### src/design/load_cell_center_of_pressure_top_assert.svh
// Assertion macros for the center-of-pressure top level
`ifndef LOAD_CELL_CENTER_OF_PRESSURE_TOP_ASSERT_SVH
`define LOAD_CELL_CENTER_OF_PRESSURE_TOP_ASSERT_SVH

// same-cycle implication, clocked on clk, off while in reset
`define LCCOP_AST_NOW(label, ante, cons, msg) \
	label: assert property (@(posedge clk) disable iff (!arst_n) (ante) |-> (cons)) \
		else $error(msg);

// next-cycle implication, clocked on clk, off while in reset
`define LCCOP_AST_NEXT(label, ante, cons, msg) \
	label: assert property (@(posedge clk) disable iff (!arst_n) (ante) |=> (cons)) \
		else $error(msg);

`endif

### src/design/lccop_pkg.sv
// Shared types and constants for the center-of-pressure block
`timescale 1ns / 1ps

package lccop_pkg;

	localparam int QDEPTH = 4;
	localparam int QPTR_W = $clog2(QDEPTH);
	localparam int CNT_W  = QPTR_W + 1;

	localparam int DIV_STEPS = 15;
	localparam int DCNT_W    = $clog2(DIV_STEPS);

	localparam logic [1:0] CELL_FIRST = 2'd0;
	localparam logic [1:0] CELL_LAST  = 2'd3;
	localparam logic [2:0] LAST_NONE  = 3'd7;

	localparam logic [14:0] POS_LIMIT = 15'h7FFF;

	// register indexes
	localparam logic [2:0] REG_GAIN0 = 3'd0;
	localparam logic [2:0] REG_GAIN1 = 3'd1;
	localparam logic [2:0] REG_GAIN2 = 3'd2;
	localparam logic [2:0] REG_GAIN3 = 3'd3;
	localparam logic [2:0] REG_BAND  = 3'd4;
	localparam logic [2:0] REG_PITCH = 3'd5;

	localparam logic [31:0] GAIN0_RST = 32'd10371944;
	localparam logic [31:0] GAIN1_RST = 32'd10785286;
	localparam logic [31:0] GAIN2_RST = 32'd10158634;
	localparam logic [31:0] GAIN3_RST = 32'd10239397;
	localparam logic [15:0] BAND_RST  = 16'd768;
	localparam logic [7:0]  PITCH_RST = 8'd48;

	typedef struct packed {
		logic [3:0][31:0] gain;
		logic [15:0]      band;
		logic [7:0]       pitch;
	} cfg_t;

	// one in-order sample handed from front to back
	typedef struct packed {
		logic [1:0]         cell_sel;
		logic signed [31:0] delta;
		logic               emit;
	} cmd_t;

	typedef struct packed {
		logic full;
		logic empty;
	} q_status_t;

	typedef struct packed {
		logic               start;
		logic signed [50:0] numer;
		logic signed [41:0] denom;
	} div_req_t;

	typedef struct packed {
		logic               idle;
		logic               done;
		logic signed [15:0] quot;
	} div_rsp_t;

endpackage

### src/design/lccop_queue.sv
// Small command queue between front and back
`timescale 1ns / 1ps

module lccop_queue (
	input  logic                  clk,
	input  logic                  arst_n,
	input  logic                  push,
	input  lccop_pkg::cmd_t       wr_cmd,
	input  logic                  pop,
	output lccop_pkg::cmd_t       rd_cmd,
	output lccop_pkg::q_status_t  stat
);

	lccop_pkg::cmd_t                 mem_q [lccop_pkg::QDEPTH];
	logic [lccop_pkg::QPTR_W-1:0]    wr_ptr_q;
	logic [lccop_pkg::QPTR_W-1:0]    rd_ptr_q;
	logic [lccop_pkg::CNT_W-1:0]     count_q;

	assign rd_cmd     = mem_q[rd_ptr_q];
	assign stat.full  = (count_q == lccop_pkg::CNT_W'(lccop_pkg::QDEPTH));
	assign stat.empty = (count_q == '0);

	always_ff @(posedge clk) begin
		if (push) begin
			mem_q[wr_ptr_q] <= wr_cmd;
		end
	end

	always_ff @(posedge clk or negedge arst_n) begin
		if (!arst_n) begin
			wr_ptr_q <= '0;
			rd_ptr_q <= '0;
			count_q  <= '0;
		end else begin
			if (push) begin
				wr_ptr_q <= wr_ptr_q + 1'b1;
			end
			if (pop) begin
				rd_ptr_q <= rd_ptr_q + 1'b1;
			end
			case ({push, pop})
				2'b10:   count_q <= count_q + 1'b1;
				2'b01:   count_q <= count_q - 1'b1;
				default: count_q <= count_q;
			endcase
		end
	end

endmodule

### config.mk
export PLATFORM = sky130hd
export DESIGN_NAME = lccop_queue
export DESIGN_NICKNAME = d
export VERILOG_FILES = /design/src/design/load_cell_center_of_pressure_top_assert.svh /design/src/design/lccop_pkg.sv /design/src/design/lccop_queue.sv
export SDC_FILE = /design/constraint.sdc
export NUM_CORES = 1
export LEC_CHECK = 0
export BUFFER_PORTS_ARGS = -buffer_cell sky130_fd_sc_hd__clkbuf_2
export CAP_MARGIN = 20
export CORE_MARGIN = 3
export CORE_UTILIZATION = 50
export CTS_CLUSTER_DIAMETER = 40
export DETAILED_ROUTE_END_ITERATION = 10
export HOLD_SLACK_MARGIN = 0.1
export PLACE_DENSITY = 0.82
export SLEW_MARGIN = 10
export SYNTH_ARGS = -nofsm -noshare
export SYNTH_HDL_FRONTEND = slang
export SYNTH_SLANG_ARGS = --single-unit
export TNS_END_PERCENT = 1
### constraint.sdc
create_clock -name clk -period 2.5 [get_ports clk]
set_clock_uncertainty 0.1 [all_clocks]
set_input_delay 0.375 -clock clk [delete_from_list [all_inputs] [get_ports clk]]
set_output_delay 0.375 -clock clk [all_outputs]
set_load 0.05 [all_outputs]
After elaboration in Yosys (flattened, before gate mapping)
Memory sizes are Yosys's and may differ from the RTL's. Index checks and enable logic that the tools add are counted.

$add $sub $neg: 4. $mul: 0. Div/mod/pow operators: 0. Magnitude comparators: 0. Equal/unequal tests: 3. Shift operators: 0. Muxes and demuxes: 3. Bitwise operators: 0. Reduce and logical (&&, ||, !) cells: 2.

Operator list (count): case mux 3 bit (2 select lines) (1); adder 2 x 1 -> 2 bit (second input constant) (2); adder 3 x 1 -> 3 bit (second input constant) (1); == test 3 bit (second input constant) (1); zero test 3 bit (1); subtractor 3 x 1 -> 3 bit (second input constant) (1); == test 2 x 1 -> 1 bit (second input constant) (1); == test 2 bit (second input constant) (1); 2-to-1 mux 1 bit (2); nonzero test 2 bit (1).

Flip-flop bits (word level): 7. Latch bits: 0. RAM bits: 140. Bits in read-only memories: 0. Bits of input ports: 39. Output and inout port bits: 37. Word-level logic and storage cells: 16. Memories: 1.

Memories: mem_q (depth 4, width 35, rd ports 1, clocked after Yosys merged registers in 0, write ports 1, line lccop_queue.sv:14) `lccop_pkg::cmd_t mem_q [lccop_pkg::QDEPTH];`.

Longest topological paths before layout
Gate-level depths: netlist of the first run.

Depth in word-level cells: 2. Mapped depth: 7. Mapped depth without buffers: 7.

Worst setup path after synthesis of the first run
Ideal clock, no wire load.

Path kind: reg2reg. From: reg wr_ptr_q[0] (netlist bit). To: mem mem_q[2][0] (netlist bit), enable pin. Setup time: 0.395 ns. Data arrival time: 1.477 ns. Data required time: 2.005 ns. Path slack: 0.528 ns. Stages on the path, launching flop included: 4. Buffers on the path: 0. Clock period less this slack: 1.972 ns. Cells stage by stage: dfrtp_1 -> inv_1 -> ha_1 -> and2_1.

RTL lines: start: declaration (line lccop_queue.sv:15) `logic [lccop_pkg::QPTR_W-1:0] wr_ptr_q;`; start signal: assignment (line lccop_queue.sv:36) `wr_ptr_q <= wr_ptr_q + 1'b1;`; end: declaration (line lccop_queue.sv:14).

No word-level cell before the write port.

==> tab_implementation.tex, run 1 <==
\begin{tabular}{lr}
\hline
Metric & Value \\
\hline
\multicolumn{2}{l}{\textbf{Floorplan}} \\
\quad Count of pins on the block boundary & 76 \\
\quad Initial standard-cell utilization of the core & 52.4\% \\
\quad Std-Cell Core Area & 0.0105 mm² \\
\quad Width of the chip & between 100 and 150 µm \\
\quad Area of the die & approximately 0.012 mm² \\
\quad Overall die height & about 110 µm \\
\quad FP Rows & 37 \\
\multicolumn{2}{l}{\textbf{Critical path}} \\
\quad Crit-path max cell delay & 530 ps \\
\quad R2r worst-path depth & 4 \\
\quad Reg-to-reg critical path endpoint & mem\_q[1][31]\$\_DFFE\_PP\_ \\
\quad Crit start category & flip-flop \\
\quad Biggest fanout along the worst timing path & 8 \\
\quad Worst-case register-to-register setup slack & roughly 700 ps \\
\quad Critical path type & reg2out \\
\quad Critical path cell sequence & buf\_12 -> buf\_12 -> mux4\_2 -> clkbuf\_2 \\
\quad Crit. End Element & output port \\
\quad Standard cell with the maximum stage delay on the critical path & sky130\_fd\_sc\_hd\_\_mux4\_2 \\
\quad Family with the most delay on the worst path & buffers and inverters \\
\quad CP Data Required Time & slightly above 2000 ps \\
\quad Critical Path Most Common Cell & sky130\_fd\_sc\_hd\_\_buf\_12 \\
\quad Arrival time at the worst endpoint & slightly below 2000 ps \\
\quad R2r startpoint & wr\_ptr\_q[1]\$\_DFFE\_PN0P\_ \\
\quad Buffers \& Inverters on Critical Path & 3 \\
\multicolumn{2}{l}{\textbf{GRT}} \\
\quad Via count of the first global-routing pass & 2958 \\
\quad Pin count of the biggest net entering global routing & 37 \\
\quad Gr ovfl total & 0 \\
\quad Global-route total usage across every layer & 17.7\% \\
\quad Antenna violations before repair & 0 \\
\quad First-pass GRT wire length & 16000 µm \\
\multicolumn{2}{l}{\textbf{Timing}} \\
\quad Top achievable clock speed & a little over 400 MHz \\
\quad Worst hold margin & 411 ps \\
\quad Hold Fails Final Rpt & 0 \\
\quad Final-report setup violation count & 0 \\
\quad Unrepaired setup endpoints after global routing & true \\
\quad Max Transition Viols Final & 0 \\
\quad Crit path time final & 2440 ps \\
\quad Setup tns final & 0 ps \\
\quad Tightest slew margin relative to the limit & 69.3\% \\
\quad Actual slew at the worst max-slew pin & 461 ps \\
\quad Part of the cycle the worst path needs & 97.5\% \\
\multicolumn{2}{l}{\textbf{Route}} \\
\quad Via-to-Cell Ratio & 5.18 \\
\quad Post-detailed-route count of antenna-violating nets & 0 \\
\quad Residual DRC count & 0 \\
\quad Count of TritonRoute iterations in the first routing pass & 4 \\
\quad First-iteration detailed-routing DRC count & 124 \\
\quad Detail-routed net length per standard cell & approximately 20 µm \\
\quad Via total after detailed routing & around 2600 \\
\quad Total Wirelength & 10000 µm \\
\multicolumn{2}{l}{\textbf{Outcome}} \\
\quad Status & complete, no violations \\
\multicolumn{2}{l}{\textbf{Layout}} \\
\quad Final cell area excluding filler cells & 0.00722 mm² \\
\quad Fillers & 633 \\
\quad Final Net Count & 405 \\
\quad Area growth from synthesis to layout & 31.2\% \\
\quad Storage element area & 0.00438 mm² \\
\quad Diode insertion count for antenna repair & 0 \\
\quad Share of cells above drive strength 1 & 41.1\% \\
\quad Area of the multi-input gates & 0.00102 mm² \\
\multicolumn{2}{l}{\textbf{Power and ir drop}} \\
\quad Leakage power total & 2.62 nW \\
\quad VDD IR-drop max & 0.000717 V \\
\quad Power density normalized to cell area & roughly 1300 mW/mm² \\
\multicolumn{2}{l}{\textbf{Hold path}} \\
\quad HP Start & count\_q[2]\$\_DFFE\_PN0P\_ \\
\quad End point of the worst hold path & count\_q[2]\$\_DFFE\_PN0P\_ \\
\quad Worst hold-check path type & reg2reg \\
\quad Cell depth of the worst min-delay path & 1 \\
\multicolumn{2}{l}{\textbf{Synthesis}} \\
\quad Sequential fraction of the synthesis area & 79.6\% \\
\quad Synth unique cells & 18 \\
\quad Number of instances in the synthesized netlist & 220 \\
\quad Cell area after synthesis & between 0.005 and 0.006 mm² \\
\quad Number of synthesized register bits & 147 \\
\quad Syn avg cell area & 25.0 µm² \\
\quad Yosys warning count & 0 \\
\quad Post-synth net total & 265 \\
\multicolumn{2}{l}{\textbf{CTS}} \\
\quad Insertion delay of the later-clocked pin in the worst-skew pair & 510 ps \\
\quad Clock root buffer & sky130\_fd\_sc\_hd\_\_clkbuf\_8 \\
\quad Clock Tree Buf Depth & 2 \\
\quad Number of buffers created by CTS & 17 \\
\quad Clock transition time at the flip-flop clock pins of the worst setup and hold paths & roughly 60 ps \\
\quad CTS tree & done \\
\quad Number of H-tree levels & 4 \\
\quad Number of sinks driven by the clock tree & 147 \\
\multicolumn{2}{l}{\textbf{Placed design}} \\
\quad PortBufs & 75 \\
\quad GPL Wtd Cong & 0.705 \\
\quad DP Area & 0.00611 mm² \\
\quad Half-perimeter wire length after detailed placement & 6070 µm \\
\multicolumn{2}{l}{\textbf{Run}} \\
\quad Max-capacitance violation count & 0 \\
\hline
\end{tabular}
## cell usage in the layout, fill, tap and decap left out
cell,instances
sky130_fd_sc_hd__clkbuf_4,9
sky130_fd_sc_hd__clkbuf_2,51
sky130_fd_sc_hd__clkinv_4,4
sky130_fd_sc_hd__clkbuf_8,3
sky130_fd_sc_hd__nor3_1,1
sky130_fd_sc_hd__xnor2_1,2
sky130_fd_sc_hd__clkinvlp_4,3
sky130_fd_sc_hd__ha_1,5
sky130_fd_sc_hd__buf_12,7
sky130_fd_sc_hd__buf_4,7
sky130_fd_sc_hd__clkinv_2,3
sky130_fd_sc_hd__o21ai_0,2
sky130_fd_sc_hd__bufinv_16,3
sky130_fd_sc_hd__nand2_1,3
sky130_fd_sc_hd__clkbuf_16,18
sky130_fd_sc_hd__mux4_1,7
sky130_fd_sc_hd__fa_1,1
sky130_fd_sc_hd__edfxtp_1,140
sky130_fd_sc_hd__buf_2,11
sky130_fd_sc_hd__dfrtp_1,5
sky130_fd_sc_hd__and2_2,4
sky130_fd_sc_hd__and3_1,1
sky130_fd_sc_hd__nor2_1,1
sky130_fd_sc_hd__clkbuf_1,1
sky130_fd_sc_hd__dlygate4sd3_1,40
sky130_fd_sc_hd__inv_1,6
sky130_fd_sc_hd__dfrtp_2,2
sky130_fd_sc_hd__mux4_2,28
sky130_fd_sc_hd__xor2_1,4
## cell type report
class                           instances  area share [%]
Sequential cell                       147            60.7
Multi-Input combinational cell         59            14.1
Clock buffer                           18            5.79
Tap cell                              136            2.36
Timing Repair Buffer                  129            14.5
Clock inverter                         13            2.25
Inverter                                6           0.312
## synthesized netlist by cell type
library cell	instances	share of area [%]
sky130_fd_sc_hd__nand2_1	3	0.20
sky130_fd_sc_hd__xor2_1	4	0.64
sky130_fd_sc_hd__dfrtp_1	7	3.2
sky130_fd_sc_hd__buf_2	4	0.36
sky130_fd_sc_hd__mux4_1	7	3.3
sky130_fd_sc_hd__buf_12	3	1.1
sky130_fd_sc_hd__xnor2_1	2	0.32
sky130_fd_sc_hd__inv_1	6	0.41
sky130_fd_sc_hd__fa_1	1	0.36
sky130_fd_sc_hd__ha_1	5	1.1
sky130_fd_sc_hd__mux4_2	28	11
sky130_fd_sc_hd__buf_6	1	0.20
sky130_fd_sc_hd__edfxtp_1	140	76
sky130_fd_sc_hd__and2_1	4	0.45
sky130_fd_sc_hd__o21ai_0	2	0.18
sky130_fd_sc_hd__nor3_1	1	0.091
sky130_fd_sc_hd__and3_1	1	0.11
sky130_fd_sc_hd__nor2_1	1	0.068
## stage by stage
| stage | cells | util [%] | setup WS [ps] | total power [mW] |
|---|---|---|---|---|
| after detailed placement | 432 | 58.1 | 403 | 6.90 |
| after global placement | 432 | 58.1 | 406 | 6.83 |
| after global routing | 508 | 68.7 | -8.29 | 9.97 |
| after CTS | 505 | 68.0 | 0.510 | 9.53 |
| final | 508 | 68.7 | 62.7 | 9.56 |
| after floorplan | 220 | - | 528 | 6.11 |
## flip-flops by register name, indices dropped and copies added (netlist names)
signal	cells
mem_q	140
count_q	3
rd_ptr_q	2
wr_ptr_q	2
## power breakdown
part           internal, mW  switching, mW  leakage (nW)  total [mW]
clock network          1.51          0.931         0.277        2.44
logic                  1.34           2.41         0.980        3.75
registers              3.23          0.136          1.37        3.37
total                  6.08           3.48          2.62        9.56
## routing by layer
layer	global-route usage (%)	vias up	routed length [µm]
met5	0	-	0
met4	8.13	0	53
met3	5.57	6	546
met2	28.7	83	5310
met1	21.9	1333	4110
li1	-	1207	-
## cells by family after synthesis
family | synth area share (%)
buffers and inverters | 2.07
xor gates and xnor gates | 0.955
AOI/OAI and AO/OA | 0.182
muxes | 14.8
and+or+nand+nor | 0.932
adders and majority gates | 1.50
DFF | 79.6
## worst max path at each step
stage	startpoint	endpoint	slack [ps]	cells after the start
floorplan	wr_ptr_q[0]$_DFFE_PN0P_	mem_q[2][0]$_DFFE_PP_	530	3
global placement	rd_ptr_q[0]$_DFFE_PN0P_	rd_cmd[0]	410	3
detailed placement	rd_ptr_q[0]$_DFFE_PN0P_	rd_cmd[0]	400	3
CTS	rd_ptr_q[0]$_DFFE_PN0P_	rd_cmd[12]	0.5	3
global route	rd_ptr_q[0]$_DFFE_PN0P_	rd_cmd[33]	-8	4
finish	rd_ptr_q[0]$_DFFE_PN0P_	rd_cmd[8]	60	4
## worst register-to-register path: cells and delay by family, from the launching register on
kind	cells	cell delay [ps]
adders and majority gates	1	150
and+or+nand+nor	1	440
buffers and inverters	2	410
DFF	1	400
## repair_timing
action / CTS / global route
cloned: 0 / 2
setup buffers: 2 / 1
resized for setup: 15 / 13
setup endpoints to repair: 29 / 32
endpoints found under the hold margin: 151 / 0
hold buffers: 40 / 0
No activity file was read; power rests on OpenSTA's default activity.
==> run 2: changes to the inputs <==
--- a/config.mk
+++ b/config.mk
@@ -8,11 +8,11 @@
 export BUFFER_PORTS_ARGS = -buffer_cell sky130_fd_sc_hd__clkbuf_2
 export CAP_MARGIN = 20
 export CORE_MARGIN = 3
-export CORE_UTILIZATION = 50
+export CORE_UTILIZATION = 56
 export CTS_CLUSTER_DIAMETER = 40
 export DETAILED_ROUTE_END_ITERATION = 10
 export HOLD_SLACK_MARGIN = 0.1
-export PLACE_DENSITY = 0.82
+export PLACE_DENSITY = 0.89
 export SLEW_MARGIN = 10
 export SYNTH_ARGS = -nofsm -noshare
 export SYNTH_HDL_FRONTEND = slang
==> run 2 against run 1 <==
Global-route usage rose by 2.1 points. Combinational power fell by 8.8%. Die area down 10%. Clock-buffer cell count is 1 lower. Final cell count shrank 2.4%. Register-to-register slack worse by 30 ps. Sequential share of layout area increased by 1.6 points. Clock power shrank 2%. Non-clock buffer count is 6 lower. Critical path depth shrank 1. Maximum frequency grew 0.31%.
==> tab_implementation.tex, run 2 (synthesis gave the netlist of run 1 again) <==
\begin{tabular}{lr}
\hline
Metric & Value \\
\hline
\multicolumn{2}{l}{\textbf{Critical path}} \\
\quad Critical path cell sequence & buf\_12 -> mux4\_1 -> buf\_2 (was buf\_12 -> buf\_12 -> mux4\_2 -> clkbuf\_2) \\
\quad Reg-to-reg critical path endpoint & mem\_q[2][7]\$\_DFFE\_PP\_ (was mem\_q[1][31]\$\_DFFE\_PP\_) \\
\quad Crit path to & rd\_cmd[2] (was rd\_cmd[8]) \\
\quad Arrival time at the worst endpoint & 1950 ps (was 1960 ps) \\
\quad Critical path type & reg2out (unchanged) \\
\quad Crit. End Element & output port (unchanged) \\
\quad Crit-path max cell delay & 580 ps (was 530 ps) \\
\quad R2r worst-path depth & 4 (unchanged) \\
\quad Family with the most delay on the worst path & multiplexers (was buffers and inverters) \\
\quad Buffers \& Inverters on Critical Path & 2 (was 3) \\
\quad Worst-case register-to-register setup slack & 670 ps (was 700 ps) \\
\quad CP Data Required Time & 2030 ps (about the same) \\
\quad Critical Path Source & rd\_ptr\_q[0]\$\_DFFE\_PN0P\_ (unchanged) \\
\quad Biggest fanout along the worst timing path & 25 (was 8) \\
\quad CP Depth & 3 (was 4) \\
\quad Crit start category & flip-flop (unchanged) \\
\quad Standard cell with the maximum stage delay on the critical path & sky130\_fd\_sc\_hd\_\_mux4\_1 (was sky130\_fd\_sc\_hd\_\_mux4\_2) \\
\quad R2r startpoint & wr\_ptr\_q[0]\$\_DFFE\_PN0P\_ (was wr\_ptr\_q[1]\$\_DFFE\_PN0P\_) \\
\multicolumn{2}{l}{\textbf{CTS}} \\
\quad Number of buffers created by CTS & 17 (unchanged) \\
\quad Clock Tree Buf Depth & 2 (unchanged) \\
\quad Post-CTS repair timing setup buffer count & 0 (was 2) \\
\quad Clock transition time at the flip-flop clock pins of the worst setup and hold paths & 60 ps (about the same) \\
\quad Insertion delay of the later-clocked pin in the worst-skew pair & 500 ps (was 510 ps) \\
\quad Number of H-tree levels & 4 (unchanged) \\
\quad Number of sinks driven by the clock tree & 147 (unchanged) \\
\quad Clock root buffer & sky130\_fd\_sc\_hd\_\_clkbuf\_8 (unchanged) \\
\quad CTS tree & done (unchanged) \\
\multicolumn{2}{l}{\textbf{Timing}} \\
\quad Worst hold margin & 138 ps (was 411 ps) \\
\quad Top achievable clock speed & 412 MHz (was 410 MHz) \\
\quad Crit path time final & 2430 ps (was 2440 ps) \\
\quad Final-report setup violation count & 0 (unchanged) \\
\quad Tightest slew margin relative to the limit & 65.1\% (was 69.3\%) \\
\quad Hold Fails Final Rpt & 0 (unchanged) \\
\quad Part of the cycle the worst path needs & 97.2\% (was 97.5\%) \\
\quad Actual slew at the worst max-slew pin & 523 ps (was 461 ps) \\
\quad Min setup slack post-route & 70.1 ps (was 62.7 ps) \\
\quad Max Transition Viols Final & 0 (unchanged) \\
\quad Setup tns final & 0 ps (unchanged) \\
\quad Unrepaired setup endpoints after global routing & true (unchanged) \\
\multicolumn{2}{l}{\textbf{GRT}} \\
\quad First-pass GRT wire length & 16100 µm (was 16000 µm) \\
\quad Gr ovfl total & 0 (unchanged) \\
\quad Global-route total usage across every layer & 19.8\% (was 17.7\%) \\
\quad Antenna violations before repair & 0 (unchanged) \\
\quad Via count of the first global-routing pass & 3030 (was 2958) \\
\quad Pin count of the biggest net entering global routing & 26 (was 37) \\
\multicolumn{2}{l}{\textbf{Layout}} \\
\quad Area growth from synthesis to layout & 27.7\% (was 31.2\%) \\
\quad Highest-count cells in the layout ignoring fill and taps & sky130\_fd\_sc\_hd\_\_edfxtp\_1 (140), sky130\_fd\_sc\_hd\_\_clkbuf\_2 (70), sky130\_fd\_sc\_hd\_\_dlygate4sd3\_1 (38), sky130\_fd\_sc\_hd\_\_mux4\_2 (28), sky130\_fd\_sc\_hd\_\_clkbuf\_16 (16) (was sky130\_fd\_sc\_hd\_\_edfxtp\_1 (140), sky130\_fd\_sc\_hd\_\_clkbuf\_2 (51), sky130\_fd\_sc\_hd\_\_dlygate4sd3\_1 (40), sky130\_fd\_sc\_hd\_\_mux4\_2 (28), sky130\_fd\_sc\_hd\_\_clkbuf\_16 (18)) \\
\quad Util after Layout & 74.7\% (was 68.7\%) \\
\quad Max reg flops & 140 (unchanged) \\
\quad Most common cell after layout, fill and taps aside & sky130\_fd\_sc\_hd\_\_edfxtp\_1 (unchanged) \\
\quad Final Net Count & 399 (was 405) \\
\quad Biggest registers after layout & mem\_q: 140 flops, count\_q: 3 flops (unchanged) \\
\quad Share of cells above drive strength 1 & 40.6\% (was 41.1\%) \\
\quad Largest reg by FF count & mem\_q (unchanged) \\
\quad Diode insertion count for antenna repair & 0 (unchanged) \\
\multicolumn{2}{l}{\textbf{Route}} \\
\quad First-iteration detailed-routing DRC count & 151 (was 124) \\
\quad Via-to-Cell Ratio & 5.34 (was 5.18) \\
\quad Count of TritonRoute iterations in the first routing pass & 4 (unchanged) \\
\quad Total Wirelength & 9820 µm (was 10000 µm) \\
\quad Post-detailed-route count of antenna-violating nets & 0 (unchanged) \\
\quad Detail-routed net length per standard cell & 19.8 µm (was 19.7 µm) \\
\quad Residual DRC count & 0 (unchanged) \\
\quad Via total after detailed routing & 2651 (was 2629) \\
\multicolumn{2}{l}{\textbf{Placed design}} \\
\quad PortBufs & 75 (unchanged) \\
\quad GPL Wtd Cong & 0.722 (was 0.705) \\
\quad Half-perimeter wire length after detailed placement & 6050 µm (was 6070 µm) \\
\quad Worst slack at placement & 539 ps (was 403 ps) \\
\multicolumn{2}{l}{\textbf{Floorplan}} \\
\quad Std-Cell Core Area & 0.00942 mm² (was 0.0105 mm²) \\
\quad Overall die height & 105 µm (was 111 µm) \\
\quad Width of the chip & 105 µm (was 111 µm) \\
\quad Count of pins on the block boundary & 76 (unchanged) \\
\quad FP Rows & 35 (was 37) \\
\quad Initial standard-cell utilization of the core & 58.5\% (was 52.4\%) \\
\quad Area of the die & 0.0111 mm² (was 0.0123 mm²) \\
\multicolumn{2}{l}{\textbf{Power and ir drop}} \\
\quad Power density normalized to cell area & 1310 mW/mm² (was 1320 mW/mm²) \\
\quad Fraction of power spent switching nets & 37.6\% (was 36.4\%) \\
\quad Fraction of power consumed by the clock network & 26.1\% (was 25.5\%) \\
\quad Register share of total power & 36.7\% (was 35.2\%) \\
\quad VDD IR-drop max & 0.000842 V (was 0.000717 V) \\
\quad Total power after layout & 9.20 mW (was 9.56 mW) \\
\quad Int Power & 5.74 mW (was 6.08 mW) \\
\quad Reported net switching power & 3.46 mW (was 3.48 mW) \\
\quad Part of the power in combinational logic & 37.2\% (was 39.2\%) \\
\quad Leakage power total & 2.56 nW (was 2.62 nW) \\
\multicolumn{2}{l}{\textbf{Outcome}} \\
\quad Status & complete, no violations (unchanged) \\
\multicolumn{2}{l}{\textbf{Hold path}} \\
\quad Worst hold-check path type & in2async (was reg2reg) \\
\multicolumn{2}{l}{\textbf{Run}} \\
\quad Max-capacitance violation count & 0 (unchanged) \\
\hline
\end{tabular}
==> run 2: power groups by stage <==
stage | sequential (mW) | clock [mW] | combinational, mW
final | 3.38 | 2.40 | 3.42
after global routing | 3.42 | 2.54 | 3.61
after CTS | 3.38 | 2.44 | 3.47
after detailed placement | 3.42 | 0 | 3.40
after global placement | 3.38 | 0 | 3.36
after floorplan | 3.37 | 0 | 2.74
==> run 2: worst min-delay path by stage <==
stage	start	endpoint
4_1_cts	arst_n	count_q[0]$_DFFE_PN0P_
3_5_place_dp	arst_n	count_q[2]$_DFFE_PN0P_
6_report	arst_n	wr_ptr_q[0]$_DFFE_PN0P_
3_3_place_gp	arst_n	count_q[2]$_DFFE_PN0P_
2_1_floorplan	arst_n	count_q[0]$_DFFE_PN0P_
5_1_grt	arst_n	count_q[2]$_DFFE_PN0P_
==> run 2: final cells by class <==
cell class	count	area, µm²
inverter	6	22.5
clock inverter	15	159
tap	129	161
sequential	147	4380
fill	518	2390
timing repair buffer	123	875
clock buffer	17	414
multi-input combinational	59	1020
==> run 2: stage by stage <==
stage	instance area (µm²)	cells
2_1_floorplan	5500	220
3_3_place_gp	6070	426
3_5_place_dp	6070	426
4_1_cts	7030	496
5_1_grt	7030	496
6_report	7030	496
==> run 2: layer usage <==
layer	vias to the layer above	track usage, %	part of all wire [%]
met4	0	8.25	1.5
met1	1379	24.0	41
li1	1192	-	-
met2	68	34.1	54
met5	-	0	0
met3	12	4.63	3.4
==> run 2: what timing repair did <==
| action | CTS | global route |
|---|---|---|
| gates resized for setup | 1 | 5 |
| endpoints found under the setup margin | 1 | 6 |
| endpoints found under the hold margin | 151 | 0 |
| hold buffers | 38 | 0 |
==> run 3: changes to the inputs <==
--- a/config.mk
+++ b/config.mk
@@ -8,11 +8,13 @@
 export BUFFER_PORTS_ARGS = -buffer_cell sky130_fd_sc_hd__clkbuf_2
 export CAP_MARGIN = 20
 export CORE_MARGIN = 3
-export CORE_UTILIZATION = 56
+export CORE_UTILIZATION = 61
 export CTS_CLUSTER_DIAMETER = 40
+export CTS_CLUSTER_SIZE = 30
 export DETAILED_ROUTE_END_ITERATION = 10
 export HOLD_SLACK_MARGIN = 0.1
-export PLACE_DENSITY = 0.89
+export PLACE_DENSITY = 0.95
+export REMOVE_ABC_BUFFERS = 1
 export SLEW_MARGIN = 10
 export SYNTH_ARGS = -nofsm -noshare
 export SYNTH_HDL_FRONTEND = slang
==> constraint.sdc (replaced) <==
create_clock -name clk -period 3.05 [get_ports clk]
set_clock_uncertainty 0.1 [all_clocks]
set_input_delay 0.4575 -clock clk [delete_from_list [all_inputs] [get_ports clk]]
set_output_delay 0.4575 -clock clk [all_outputs]
set_load 0.05 [all_outputs]
==> run 3 against run 2 <==
Setup slack improved by 230 ps. Critical path type unchanged. Critical path depth unchanged. Final area decreased by 0.78%. Clock power decreased by 12%. Routed wire length increased by 1.7%. Die area decreased by 7.7%. Clock-buffer cell count increased by 1. Non-clock buffer count decreased by 4. Register-to-register slack improved by 330 ps.
==> tab_implementation.tex, run 3 (synthesis gave the netlist of run 1 again) <==
\begin{tabular}{lr}
\hline
Metric & Value \\
\hline
\multicolumn{2}{l}{\textbf{Layout}} \\
\quad Share of cells above drive strength 1 & 39.9\% (was 40.6\%) \\
\quad Highest-count cells in the layout ignoring fill and taps & sky130\_fd\_sc\_hd\_\_edfxtp\_1 (140), sky130\_fd\_sc\_hd\_\_clkbuf\_2 (75), sky130\_fd\_sc\_hd\_\_dlygate4sd3\_1 (38), sky130\_fd\_sc\_hd\_\_mux4\_2 (28), sky130\_fd\_sc\_hd\_\_clkbuf\_16 (16) (was sky130\_fd\_sc\_hd\_\_edfxtp\_1 (140), sky130\_fd\_sc\_hd\_\_clkbuf\_2 (70), sky130\_fd\_sc\_hd\_\_dlygate4sd3\_1 (38), sky130\_fd\_sc\_hd\_\_mux4\_2 (28), sky130\_fd\_sc\_hd\_\_clkbuf\_16 (16)) \\
\quad Area of the multi-input gates & 0.00102 mm² (unchanged) \\
\quad Post-route insts no fill & 472 (was 496) \\
\quad Max reg flops & 140 (unchanged) \\
\quad Biggest registers after layout & mem\_q: 140 flops, count\_q: 3 flops (unchanged) \\
\quad Area growth from synthesis to layout & 26.7\% (was 27.7\%) \\
\quad Storage element area & 0.00438 mm² (unchanged) \\
\quad Largest reg by FF count & mem\_q (unchanged) \\
\quad Most common cell after layout, fill and taps aside & sky130\_fd\_sc\_hd\_\_edfxtp\_1 (unchanged) \\
\quad Fillers & 445 (was 518) \\
\quad Final Net Count & 395 (was 399) \\
\multicolumn{2}{l}{\textbf{Floorplan}} \\
\quad Std-Cell Core Area & 0.00876 mm² (was 0.00942 mm²) \\
\quad Count of pins on the block boundary & 76 (unchanged) \\
\quad Area of the die & 0.0102 mm² (was 0.0111 mm²) \\
\quad Overall die height & 101 µm (was 105 µm) \\
\quad Initial standard-cell utilization of the core & 62.8\% (was 58.5\%) \\
\quad FP Rows & 34 (was 35) \\
\quad Width of the chip & 101 µm (was 105 µm) \\
\multicolumn{2}{l}{\textbf{Critical path}} \\
\quad Crit start category & flip-flop (unchanged) \\
\quad Reg-to-reg critical path endpoint & mem\_q[0][31]\$\_DFFE\_PP\_ (was mem\_q[2][7]\$\_DFFE\_PP\_) \\
\quad Arrival time at the worst endpoint & 2190 ps (was 1950 ps) \\
\quad Biggest fanout along the worst timing path & 10 (was 25) \\
\quad Worst-case register-to-register setup slack & 1000 ps (was 670 ps) \\
\quad Critical path type & reg2out (unchanged) \\
\quad R2r startpoint & wr\_ptr\_q[0]\$\_DFFE\_PN0P\_ (unchanged) \\
\quad CP Data Required Time & 2490 ps (was 2030 ps) \\
\quad R2r worst-path depth & 4 (unchanged) \\
\quad Crit. End Element & output port (unchanged) \\
\multicolumn{2}{l}{\textbf{Placed design}} \\
\quad Placed cells & 401 (was 426) \\
\quad Half-perimeter wire length after detailed placement & 5430 µm (was 6050 µm) \\
\quad GPL Wtd Cong & 0.687 (was 0.722) \\
\quad PortBufs & 75 (unchanged) \\
\multicolumn{2}{l}{\textbf{Timing}} \\
\quad Worst hold margin & 213 ps (was 138 ps) \\
\quad Max Transition Viols Final & 0 (unchanged) \\
\quad Actual slew at the worst max-slew pin & 946 ps (was 523 ps) \\
\quad Top achievable clock speed & between 300 and 400 MHz \\
\quad Hold Fails Final Rpt & 0 (unchanged) \\
\quad Part of the cycle the worst path needs & 90.1\% \\
\quad Crit path time final & 2750 ps \\
\quad Setup tns final & 0 ps (unchanged) \\
\quad Tightest slew margin relative to the limit & 36.9\% (was 65.1\%) \\
\quad Unrepaired setup endpoints after global routing & false (was true) \\
\quad Final-report setup violation count & 0 (unchanged) \\
\multicolumn{2}{l}{\textbf{GRT}} \\
\quad Via count of the first global-routing pass & 2813 (was 3030) \\
\quad Global-route total usage across every layer & 21.2\% (was 19.8\%) \\
\quad Antenna violations before repair & 1 (was 0) \\
\quad Gr ovfl total & 0 (unchanged) \\
\quad Pin count of the biggest net entering global routing & 36 (was 26) \\
\quad First-pass GRT wire length & 15200 µm (was 16100 µm) \\
\multicolumn{2}{l}{\textbf{CTS}} \\
\quad Clock transition time at the flip-flop clock pins of the worst setup and hold paths & 60 ps (about the same) \\
\quad Number of H-tree levels & 4 (unchanged) \\
\quad Number of buffers created by CTS & 17 (unchanged) \\
\quad CTS tree & done (unchanged) \\
\quad Clock root buffer & sky130\_fd\_sc\_hd\_\_clkbuf\_8 (unchanged) \\
\quad Insertion delay of the later-clocked pin in the worst-skew pair & 520 ps (was 500 ps) \\
\quad Clock Tree Buf Depth & 2 (unchanged) \\
\quad Number of sinks driven by the clock tree & 147 (unchanged) \\
\multicolumn{2}{l}{\textbf{Route}} \\
\quad Count of TritonRoute iterations in the first routing pass & 4 (unchanged) \\
\quad Via-to-Cell Ratio & 5.62 (was 5.34) \\
\quad Detail-routed net length per standard cell & 21.2 µm (was 19.8 µm) \\
\quad First-iteration detailed-routing DRC count & 170 (was 151) \\
\quad Post-detailed-route count of antenna-violating nets & 0 (unchanged) \\
\quad Total Wirelength & 9990 µm (was 9820 µm) \\
\quad Via total after detailed routing & 2651 (unchanged) \\
\quad Residual DRC count & 0 (unchanged) \\
\multicolumn{2}{l}{\textbf{Power and ir drop}} \\
\quad Power density normalized to cell area & 1100 mW/mm² (was 1310 mW/mm²) \\
\quad VDD IR-drop max & 0.000894 V (was 0.000842 V) \\
\quad Leakage power total & 2.54 nW (was 2.56 nW) \\
\multicolumn{2}{l}{\textbf{Hold path}} \\
\quad Worst hold-check path type & in2async (unchanged) \\
\multicolumn{2}{l}{\textbf{Outcome}} \\
\quad Status & complete, no violations (unchanged) \\
\multicolumn{2}{l}{\textbf{Run}} \\
\quad Max-capacitance violation count & 0 (unchanged) \\
\hline
\end{tabular}
run 3: cell types whose count changed in the layout (fill, tap and decap cells not counted), sizes merged:
cell / delta
buf: -8
bufinv: +2
clkbuf: +5
clkinv: -2
diode: +1
inv: -1
run 3: routing by layer:
layer  vias to the layer above  wire length [µm]  GRT usage (%)
met2                        84              5340           35.7
met3                        14               449           6.09
met5                         -                 0              0
met4                         0               155           8.69
met1                      1361              4040           26.0
li1                       1192                 -              -
run 3: layout make-up:
cell class | instances | share of cell area [%]
multi-input cells | 59 | 14.6
clock buffers | 18 | 5.99
clock inverters | 14 | 2.66
well taps | 108 | 1.94
flip-flops and latches | 147 | 62.8
diodes | 1 | 0.0359
repair buffers | 119 | 11.7
inverters | 6 | 0.323
run 3: worst max-delay path, stage by stage, from the launching register on:
cell and delay, ps:
sky130_fd_sc_hd__dfrtp_2 550, sky130_fd_sc_hd__buf_4 280, sky130_fd_sc_hd__mux4_1 580, sky130_fd_sc_hd__clkbuf_2 260
run 3: through the flow:
stage | cell area, µm² | power (mW) | utilization (%) | setup WS [ps]
2_1_floorplan | 5410 | 4.89 | - | 83.4
3_3_place_gp | 5990 | 5.49 | 68.3 | 842
3_5_place_dp | 5990 | 5.55 | 68.3 | 830
4_1_cts | 6970 | 7.70 | 79.6 | 254
5_1_grt | 6970 | 7.94 | 79.6 | 184
6_report | 6970 | 7.65 | 79.6 | 300
run 3: how the worst max path moves through the flow:
stage	from	to	slack (ps)
2_1_floorplan	rd_ptr_q[0]$_DFFE_PN0P_	rd_cmd[0]	80
3_5_place_dp	rd_ptr_q[0]$_DFFE_PN0P_	rd_cmd[1]	830
6_report	rd_ptr_q[0]$_DFFE_PN0P_	rd_cmd[34]	300
3_3_place_gp	rd_ptr_q[0]$_DFFE_PN0P_	rd_cmd[0]	840
5_1_grt	rd_ptr_q[0]$_DFFE_PN0P_	rd_cmd[34]	180
4_1_cts	rd_ptr_q[0]$_DFFE_PN0P_	rd_cmd[34]	250
run 3: timing repair:
action,4_1_cts,5_1_grt
endpoints found under the hold margin,149,0
hold buffers,38,0
gates resized for setup,0,0
buffers inserted,0,0
run 3: where the power goes:
| part | internal, mW | total, mW | switching [mW] |
|---|---|---|---|
| clock network | 1.32 | 2.10 | 0.775 |
| registers | 2.66 | 2.86 | 0.205 |
| logic | 0.841 | 2.69 | 1.85 |
